--- src/spq_pkg.sv ---
// Shared types and constants of the sorted priority queue.
package spq_pkg;

    localparam int SPQ_DEPTH     = 16;
    localparam int SPQ_ID_BITS   = 16;
    localparam int SPQ_PRIO_BITS = 16;

    localparam logic ACT_ENQ = 1'b0;
    localparam logic ACT_DEQ = 1'b1;

    typedef enum logic [1:0] {
        ST_DONE  = 2'd0,
        ST_FULL  = 2'd1,
        ST_EMPTY = 2'd2
    } t_status;

    // Command broadcast to every cell of the chain at once.
    typedef struct packed {
        logic enq;
        logic deq;
    } t_cell_ctrl;

endpackage

--- src/spq_cell.sv ---
// One slot of the sorted chain: holds an entry and trades it with its neighbors.
module spq_cell #(
    parameter int ID_BITS   = spq_pkg::SPQ_ID_BITS,
    parameter int PRIO_BITS = spq_pkg::SPQ_PRIO_BITS
) (
    input  logic                 i_clk,
    input  spq_pkg::t_cell_ctrl  i_ctrl,
    input  logic                 i_occupied,
    input  logic [ID_BITS-1:0]   i_new_id,
    input  logic [PRIO_BITS-1:0] i_new_prio,
    input  logic                 i_left_stays,
    input  logic [ID_BITS-1:0]   i_left_id,
    input  logic [PRIO_BITS-1:0] i_left_prio,
    input  logic [ID_BITS-1:0]   i_right_id,
    input  logic [PRIO_BITS-1:0] i_right_prio,
    output logic                 o_stays,
    output logic [ID_BITS-1:0]   o_id,
    output logic [PRIO_BITS-1:0] o_prio
);
    import spq_pkg::*;

    logic [ID_BITS-1:0]   r_id;
    logic [PRIO_BITS-1:0] r_prio;
    logic [ID_BITS-1:0]   n_id;
    logic [PRIO_BITS-1:0] n_prio;
    logic                 stays;

    // An entry with an equal or smaller priority stays ahead of the new one.
    assign stays = i_occupied && (r_prio <= i_new_prio);

    always_comb begin
        n_id   = r_id;
        n_prio = r_prio;
        if (i_ctrl.enq) begin
            if (!stays) begin
                if (i_left_stays) begin
                    n_id   = i_new_id;
                    n_prio = i_new_prio;
                end else begin
                    n_id   = i_left_id;
                    n_prio = i_left_prio;
                end
            end
        end else if (i_ctrl.deq) begin
            n_id   = i_right_id;
            n_prio = i_right_prio;
        end
    end

    always_ff @(posedge i_clk) begin
        r_id   <= n_id;
        r_prio <= n_prio;
    end

    assign o_stays = stays;
    assign o_id    = r_id;
    assign o_prio  = r_prio;

endmodule

--- src/sorted_priority_queue_top.sv ---
// Sorted priority queue built as a chain of compare-and-shift cells.
//
// Input channel: i_valid / o_stall with i_action, i_item_id, i_item_priority.
// A beat is taken at a rising edge with i_valid high and o_stall low. Action
// enqueue inserts the entry behind every held entry of equal or smaller
// priority; action dequeue removes the head, the smallest priority value.
// Output channel: o_valid / i_stall with o_status, o_removed_id,
// o_removed_priority and o_fill_level, one result beat per input beat.
// The result is registered in the output register at the edge that takes the
// input beat. One beat is taken per cycle while the receiver does not stall,
// as every cell compares against the new entry and shifts in the same cycle.
// Enqueue when full answers status full, dequeue when empty answers status
// empty; neither changes the contents. Removed fields are zero unless a
// dequeue succeeds.
// While the receiver stalls with a result pending, o_stall is raised and the
// result holds. Reset empties the queue and drops any pending result; the
// slot contents are not cleared, because only filled slots are ever read.
module sorted_priority_queue_top #(
    parameter int DEPTH     = spq_pkg::SPQ_DEPTH,
    parameter int ID_BITS   = spq_pkg::SPQ_ID_BITS,
    parameter int PRIO_BITS = spq_pkg::SPQ_PRIO_BITS
) (
    input  logic                         i_clk,
    input  logic                         i_rst_n,
    input  logic                         i_valid,
    output logic                         o_stall,
    input  logic                         i_action,
    input  logic [ID_BITS-1:0]           i_item_id,
    input  logic [PRIO_BITS-1:0]         i_item_priority,
    output logic                         o_valid,
    input  logic                         i_stall,
    output logic [1:0]                   o_status,
    output logic [ID_BITS-1:0]           o_removed_id,
    output logic [PRIO_BITS-1:0]         o_removed_priority,
    output logic [$clog2(DEPTH+1)-1:0]   o_fill_level
);
    import spq_pkg::*;

    localparam int CNT_W = $clog2(DEPTH + 1);

    logic [CNT_W-1:0]     r_count;
    logic [CNT_W-1:0]     n_count;
    logic                 r_out_valid;
    t_status              r_status;
    t_status              n_status;
    logic [ID_BITS-1:0]   r_rid;
    logic [ID_BITS-1:0]   n_rid;
    logic [PRIO_BITS-1:0] r_rprio;
    logic [PRIO_BITS-1:0] n_rprio;
    logic [CNT_W-1:0]     r_fill;

    logic                 in_acc;
    logic                 full;
    logic                 empty;
    t_cell_ctrl           ctrl;

    logic [DEPTH-1:0]     occ;
    logic [DEPTH-1:0]     stays;
    logic [ID_BITS-1:0]   cell_id   [DEPTH];
    logic [PRIO_BITS-1:0] cell_prio [DEPTH];

    assign o_stall = r_out_valid && i_stall;
    assign in_acc  = i_valid && !o_stall;
    assign full    = (r_count == CNT_W'(DEPTH));
    assign empty   = (r_count == '0);

    assign ctrl.enq = in_acc && (i_action == ACT_ENQ) && !full;
    assign ctrl.deq = in_acc && (i_action == ACT_DEQ) && !empty;

    genvar k;
    generate
        for (k = 0; k < DEPTH; k++) begin : g_cell
            logic                 left_stays;
            logic [ID_BITS-1:0]   left_id;
            logic [PRIO_BITS-1:0] left_prio;
            logic [ID_BITS-1:0]   right_id;
            logic [PRIO_BITS-1:0] right_prio;

            assign occ[k] = (CNT_W'(k) < r_count);

            if (k == 0) begin : g_head
                assign left_stays = 1'b1;
                assign left_id    = i_item_id;
                assign left_prio  = i_item_priority;
            end else begin : g_body
                assign left_stays = stays[k-1];
                assign left_id    = cell_id[k-1];
                assign left_prio  = cell_prio[k-1];
            end

            // The tail cell refills from itself; that slot is empty afterwards.
            if (k == DEPTH - 1) begin : g_tail
                assign right_id   = cell_id[k];
                assign right_prio = cell_prio[k];
            end else begin : g_inner
                assign right_id   = cell_id[k+1];
                assign right_prio = cell_prio[k+1];
            end

            spq_cell #(
                .ID_BITS   (ID_BITS),
                .PRIO_BITS (PRIO_BITS)
            ) u_cell (
                .i_clk        (i_clk),
                .i_ctrl       (ctrl),
                .i_occupied   (occ[k]),
                .i_new_id     (i_item_id),
                .i_new_prio   (i_item_priority),
                .i_left_stays (left_stays),
                .i_left_id    (left_id),
                .i_left_prio  (left_prio),
                .i_right_id   (right_id),
                .i_right_prio (right_prio),
                .o_stays      (stays[k]),
                .o_id         (cell_id[k]),
                .o_prio       (cell_prio[k])
            );
        end
    endgenerate

    always_comb begin
        n_count  = r_count;
        n_status = ST_DONE;
        n_rid    = '0;
        n_rprio  = '0;
        if (i_action == ACT_ENQ) begin
            if (full) begin
                n_status = ST_FULL;
            end else begin
                n_count = r_count + CNT_W'(1);
            end
        end else begin
            if (empty) begin
                n_status = ST_EMPTY;
            end else begin
                n_count = r_count - CNT_W'(1);
                n_rid   = cell_id[0];
                n_rprio = cell_prio[0];
            end
        end
    end

    always_ff @(posedge i_clk) begin
        if (!i_rst_n) begin
            r_count     <= '0;
            r_out_valid <= 1'b0;
        end else begin
            if (in_acc) begin
                r_count     <= n_count;
                r_out_valid <= 1'b1;
            end else if (!i_stall) begin
                r_out_valid <= 1'b0;
            end
        end
        if (in_acc) begin
            r_status <= n_status;
            r_rid    <= n_rid;
            r_rprio  <= n_rprio;
            r_fill   <= n_count;
        end
    end

    assign o_valid            = r_out_valid;
    assign o_status           = r_status;
    assign o_removed_id       = r_rid;
    assign o_removed_priority = r_rprio;
    assign o_fill_level       = r_fill;

    a_count_bound: assert property (@(posedge i_clk) disable iff (!i_rst_n)
        r_count <= CNT_W'(DEPTH))
        else $error("entry count exceeds depth");

    a_head_sorted: assert property (@(posedge i_clk) disable iff (!i_rst_n)
        (r_count >= CNT_W'(2)) |-> (cell_prio[0] <= cell_prio[1]))
        else $error("head entry is not the smallest priority");

    a_deq_level: assert property (@(posedge i_clk) disable iff (!i_rst_n)
        ctrl.deq |=> (o_valid && o_status == ST_DONE
                      && o_fill_level == CNT_W'($past(r_count) - CNT_W'(1))))
        else $error("dequeue result does not report the reduced fill level");

    a_reject_keeps: assert property (@(posedge i_clk) disable iff (!i_rst_n)
        (in_acc && !ctrl.enq && !ctrl.deq) |=> $stable(r_count))
        else $error("rejected request changed the entry count");

endmodule

--- config.mk ---
export PLATFORM = sky130hd
export DESIGN_NAME = sorted_priority_queue_top
export DESIGN_NICKNAME = d
export VERILOG_FILES = /design/src/spq_pkg.sv /design/src/spq_cell.sv /design/src/sorted_priority_queue_top.sv
export SDC_FILE = /design/constraint.sdc
export NUM_CORES = 2
export LEC_CHECK = 0
export BUFFER_PORTS_ARGS = -buffer_cell sky130_fd_sc_hd__buf_2
export CORE_ASPECT_RATIO = 0.8
export CORE_MARGIN = 2
export CORE_UTILIZATION = 24
export DETAILED_ROUTE_END_ITERATION = 16
export GPL_TIMING_DRIVEN = 0
export REMOVE_ABC_BUFFERS = 1
export SLEW_MARGIN = 25
export SYNTH_ARGS = -nofsm -noshare
export SYNTH_HDL_FRONTEND = slang
export SYNTH_SLANG_ARGS = --single-unit
--- constraint.sdc ---
create_clock -name i_clk -period 8.84 [get_ports i_clk]
set_clock_uncertainty 0.15 [all_clocks]
set_input_delay 1.326 -clock i_clk [delete_from_list [all_inputs] [get_ports i_clk]]
set_output_delay 1.326 -clock i_clk [all_outputs]
set_load 0.03 [all_outputs]
# ---- Yosys cells after proc, flatten, opt, wreduce, memory -nomap -nowiden
# Index checks and enable logic that the tools add are counted.
dict set report word_totals {
  out_inout_bits 41
  reg_bits 557
  in_bits 37
  elab_cells 263
}
dict set report op_classes {
  n_eq_ne 17
  n_addsub 2
  mux 128
  reduce_logical 44
  n_lt_le_gt_ge 32
  n_bitwise 2
}
# operator count
set ops {}
lappend ops {{16-bit two-way mux} 120}
lappend ops {{16-bit <= comparator} 16}
lappend ops {{4-bit by 5-bit less-than comparator with 1-bit output, first input constant} 8}
lappend ops {{2-bit AND reduction} 16}
lappend ops {{2-bit != test, second input constant} 15}
lappend ops {{1-bit logical AND} 22}
lappend ops {{3-bit by 5-bit less-than comparator with 1-bit output, first input constant} 4}
lappend ops {{5-bit two-way mux} 3}
lappend ops {{1-bit by 5-bit less-than comparator with 1-bit output, first input constant} 2}
lappend ops {{2-bit by 5-bit less-than comparator with 1-bit output, first input constant} 2}
lappend ops {{5-bit by 1-bit adder with 5-bit output, second input constant} 1}
lappend ops {{5-bit equality test, second input constant} 1}
lappend ops {{5-bit zero test} 1}
lappend ops {{5-bit by 1-bit subtractor with 5-bit output, second input constant} 1}
lappend ops {{2-bit two-way mux} 2}
lappend ops {{1-bit zero test} 3}
lappend ops {{1-bit two-way mux} 3}
lappend ops {{2-bit by 1-bit != test with 1-bit output, second input constant} 1}
lappend ops {{1-bit NOT} 2}
lappend ops {{2-bit nonzero test} 1}
lappend ops {{2-bit OR reduction} 1}

# ---- Depth between registers and ports, before layout
dict set report logic_depth {
  depth_word 7
  depth_mapped 11
}

# ---- Hierarchy
# Synthesis repeated with hierarchy kept, for this count alone.
dict set report hier_totals {
  cells_unflattened 3338
  area_unflattened_um2 35456.5
}
# module area_each_um2 instances seq_area_each_um2 cells_per_inst
set by_module_without_submodules {}
lappend by_module_without_submodules {{spq_cell at g_cell[0].u_cell ...} 2084.5 15 960.9 198}
lappend by_module_without_submodules {sorted_priority_queue_top 2100.8 1 1291.2 170}
lappend by_module_without_submodules {{spq_cell at g_cell[9].u_cell} 2088.3 1 960.9 198}

# ---- Least setup slack after synthesis
# Ideal clock, no wire load.
dict set report synth_timing {
  path_type {input -> register}
  start {in i_valid}
  end {reg g_cell[11].u_cell.r_id[0], enable pin}
  path_slack_ps 2558
  arrival_ps 5662
  required_time_ps 8220
  path_stages 8
  path_cell_list {a21bo_2 -> buf_2 -> clkinv_1 -> nand2_1 -> clkbuf_1 -> clkbuf_1 -> clkbuf_1 -> o31ai_1}
}
dict set report synth_between {
  elab_chain_cells 5
  word_cells_on_any_way 8
  classes_between {eq/ne: 1; reduce/logical: 7}
}
# item line
set synth_rtl {}
lappend synth_rtl {{from (decl)} sorted_priority_queue_top.sv:25} ;# input logic i_valid,
lappend synth_rtl {{1-bit logical AND (*)} sorted_priority_queue_top.sv:63} ;# assign in_acc = i_valid && !o_stall;
lappend synth_rtl {{net in_acc} sorted_priority_queue_top.sv:52} ;# logic in_acc;
lappend synth_rtl {{1-bit logical AND, on equally long branches (2 in series)} {sorted_priority_queue_top.sv:67, sorted_priority_queue_top.sv:68}}
lappend synth_rtl {{2-bit != test (no source line) / 2-bit nonzero test (equally long branches)} n/a}
lappend synth_rtl {{2-bit AND reduction (no source line) (*)} n/a}
lappend synth_rtl {{to (signal assigned)} spq_cell.sv:51} ;# r_id <= n_id;
lappend synth_rtl {{to (decl)} spq_cell.sv:22} ;# logic [ID_BITS-1:0] r_id;
# The timed path passes the listed nets; every way through them passes the cells marked *.
# A chain may end at the register's enable or synchronous reset.

# ---- Worst setup path in the final report
dict set report layout_timing {
  start {in i_item_priority[15]}
  end {reg g_cell[13].u_cell.r_prio[14], enable pin}
}
dict set report layout_between {
  elab_chain_cells 4
}
# item line
set layout_rtl {}
lappend layout_rtl {{from (decl)} sorted_priority_queue_top.sv:29} ;# input logic [PRIO_BITS-1:0] i_item_priority,
lappend layout_rtl {{16-bit <= comparator} spq_cell.sv:29} ;# assign stays = i_occupied && (r_prio <= i_new_prio);
lappend layout_rtl {{1-bit logical AND} spq_cell.sv:29}
lappend layout_rtl {{2-bit != test (no source line)} n/a}
lappend layout_rtl {{2-bit AND reduction (no source line)} n/a}
lappend layout_rtl {{to (signal assigned)} spq_cell.sv:52} ;# r_prio <= n_prio;
lappend layout_rtl {{to (decl)} spq_cell.sv:23} ;# logic [PRIO_BITS-1:0] r_prio;
# No other way between the ends.

==> metrics.yaml <==
status: "finished clean"
crit_type: "primary input to flip-flop"
layout-drive-gt1-share_pct: 18.27
post-cts-setup-buffers: 0
grt_max_degree: 66
die_w_microns: 430.1
drtAntennaViolNets: 0
cts_sinks: 557
gp_congestion: 0.8499
critical_path_arrival_ns: 6.88
start_util_pct: 24.09
synth_area_sq_um: 34860
maxCapViolCount: 0
grt_usage_pct: 14.26
rows: 125
setup.worst_path.end_class: "flip-flop"
synth_top_area_share_pct: 47.47
final-hold-violation-count: 0
synthCells: 3366
cts_root_buffer: "clkbuf_16"
yosysMostFrequentCell: "edfxtp_1"
setup.worst_path.start_class: "primary input"
synth_area_per_cell_sq_um: 10.36
areaGrowthSynthToFinish_pct: 14.92
async_flop_share_pct: 0
synth_common_cells: "edfxtp_1 (551), nand2_1 (381), nor2_1 (295), a21oi_1 (283), ha_1 (259)"
tns_ns: 0
yosys_warnings: 0
synth_area_leaders: "edfxtp_1 (47%), ha_1 (9.3%), o221a_2 (5.2%), nand2_1 (4.1%), a21oi_1 (4.1%)"
coreArea_sq_um: 144700
antenna_found_initial: 18
path_clk_slew_ns: 0.07
drt_iter0_drc: 3085
grt_overflow: 0
drt_pre_antenna_iters: 5
required_ns: 9.03
port_buffers: 77
p_total_uw: 7398
min_period_ns: 6.692
setup_viol: 0
finalMaxSlewViolations: 0
layout.nets: 3598
p_leak_uw: 0.01449
slew_headroom_pct: 26.88
holdBufCountCts: 0
die_h_microns: 344.9
cp_max_fo: 33
cts_buffers: 54
yosysTopAreaCell: "edfxtp_1"
dp_hpwl_mm: 78.12
synth-seq-cells: 557
routed_wl_mm: 109.3
dp.cells: 5151
yosysUniqueCellTypes: 71
grt_pass1_vias: 28150
io_pins: 78
clock_latency_ns: 0.65
cts-resized-gates: 0
power-per-cell-area_nw_per_um2: 184.7
stdcell_count: 5254
drc_errors: 0
dr_total_vias: 28750
period_share_pct: 75.70
routedWlPerCell_microns: 20.80
vias_per_cell: 5.473
synthFlopType: "edfxtp_1"
cts_tree: "built"
cts.path.max_buffers: 3
worst_pin_slew_ns: 1.094
synth-edff-count: 551
fmax_mhz: 149.4
grt_first_pass_wirelength_mm: 170.2
htree_num_levels: 2
min_path_type: "flip-flop to flip-flop"
yosysSeqAreaShare_pct: 47.81
ir_drop_mv: 0.1456
rsz0062_at_grt: "no"
die_area_sq_um: 148300
==> power breakdown <==
part           internal [uW]  leakage (uW)  total, uW  switching (uW)
clock network           1260      0.000837       2380            1120
logic                    595       0.00842       1550             959
registers               3270       0.00523       3470             191
==> worst max-delay path, stage by stage <==
cell	delay [ns]
buf_2	0.29
inv_1	0.47
ha_1	0.49
nand4_1	0.21
nor4_1	0.95
a21boi_0	0.55
or3b_2	0.86
a21bo_2	0.85
a22o_2	0.55
buf_16	0.23
==> metrics by stage <==
step	hold slack [ns]	util (%)	instance area [sq um]	worst slack, ns
global placement	0.3802	25.13	36350	-42.06
detailed placement	0.3890	26.49	38320	1.742
floorplan	0.3678	-	33580	-20.16
CTS	0.4026	27.67	40020	2.439
finish	0.4065	27.69	40060	2.148
global route	0.4190	27.68	40050	2.063
==> worst paths after layout <==
kind | from | endpoint | slack, ns | cells past startpoint
worst max-delay path | i_item_priority[15] | g_cell[13].u_cell.o_prio[14] | 2.15 | 10
worst min-delay path | g_cell[0].u_cell.o_id[8] | o_removed_id[8] | 0.41 | 1
worst max register to register | r_count[1] | g_cell[10].u_cell.o_id[5] | 3.24 | 21
worst min register to register | g_cell[0].u_cell.o_id[8] | o_removed_id[8] | 0.41 | 1
==> sequential cells by signal, indices dropped and copies added, names as in the netlist <==
register	cells
g_cell.u_cell.o_id	256
g_cell.u_cell.o_prio	256
o_removed_id	16
o_removed_priority	16
o_fill_level	5
r_count	5
o_status	2
o_valid	1
==> cell usage in the layout, fill, tap and decap left out, types with 36 or more instances in the layout <==
cell / n
o211ai_1: 93
a211oi_1: 66
edfxtp_1: 551
nor3_1: 42
ha_1: 259
a21oi_1: 281
clkbuf_16: 54
buf_6: 46
nand4_1: 138
and2_1: 36
inv_1: 41
a31oi_1: 67
o21ai_0: 145
buf_2: 83
mux2i_1: 64
nand2_1: 365
nor2_1: 293
nand3_1: 61
o221a_2: 160
or2_2: 97
==> layer usage <==
layer	vias to the layer above	GRT usage (%)	wire length, microns
met5	-	0	85
met4	14	2.773	1740
met3	152	2.874	9723
met2	1253	20.74	45830
met1	14380	21.65	51900
li1	12960	-	-
==> cell families after synthesis <==
family | count (synthesis) | share of synthesized area (%)
adder cells (fa/ha/maj) | 259 | 9.297
multiplexers | 65 | 1.870
AND/OR/NAND/NOR | 1107 | 14.77
XOR/XNOR | 2 | 0.05026
AO/OA/AOI/OAI | 1035 | 22.07
buffers and inverters | 341 | 4.121
flip-flops | 557 | 47.81
==> cell type report <==
| cell class | instances | area (sq um) |
|---|---|---|
| antenna | 4 | 10.01 |
| clock buffer | 72 | 1459 |
| clock inverter | 27 | 247.7 |
| fill | 14920 | 104600 |
| inverter | 43 | 166.4 |
| multi-input combinational | 2468 | 17130 |
| sequential | 557 | 16670 |
| tap | 1905 | 2384 |
| timing repair buffer | 178 | 1992 |
(Power assumes the default switching activity.)
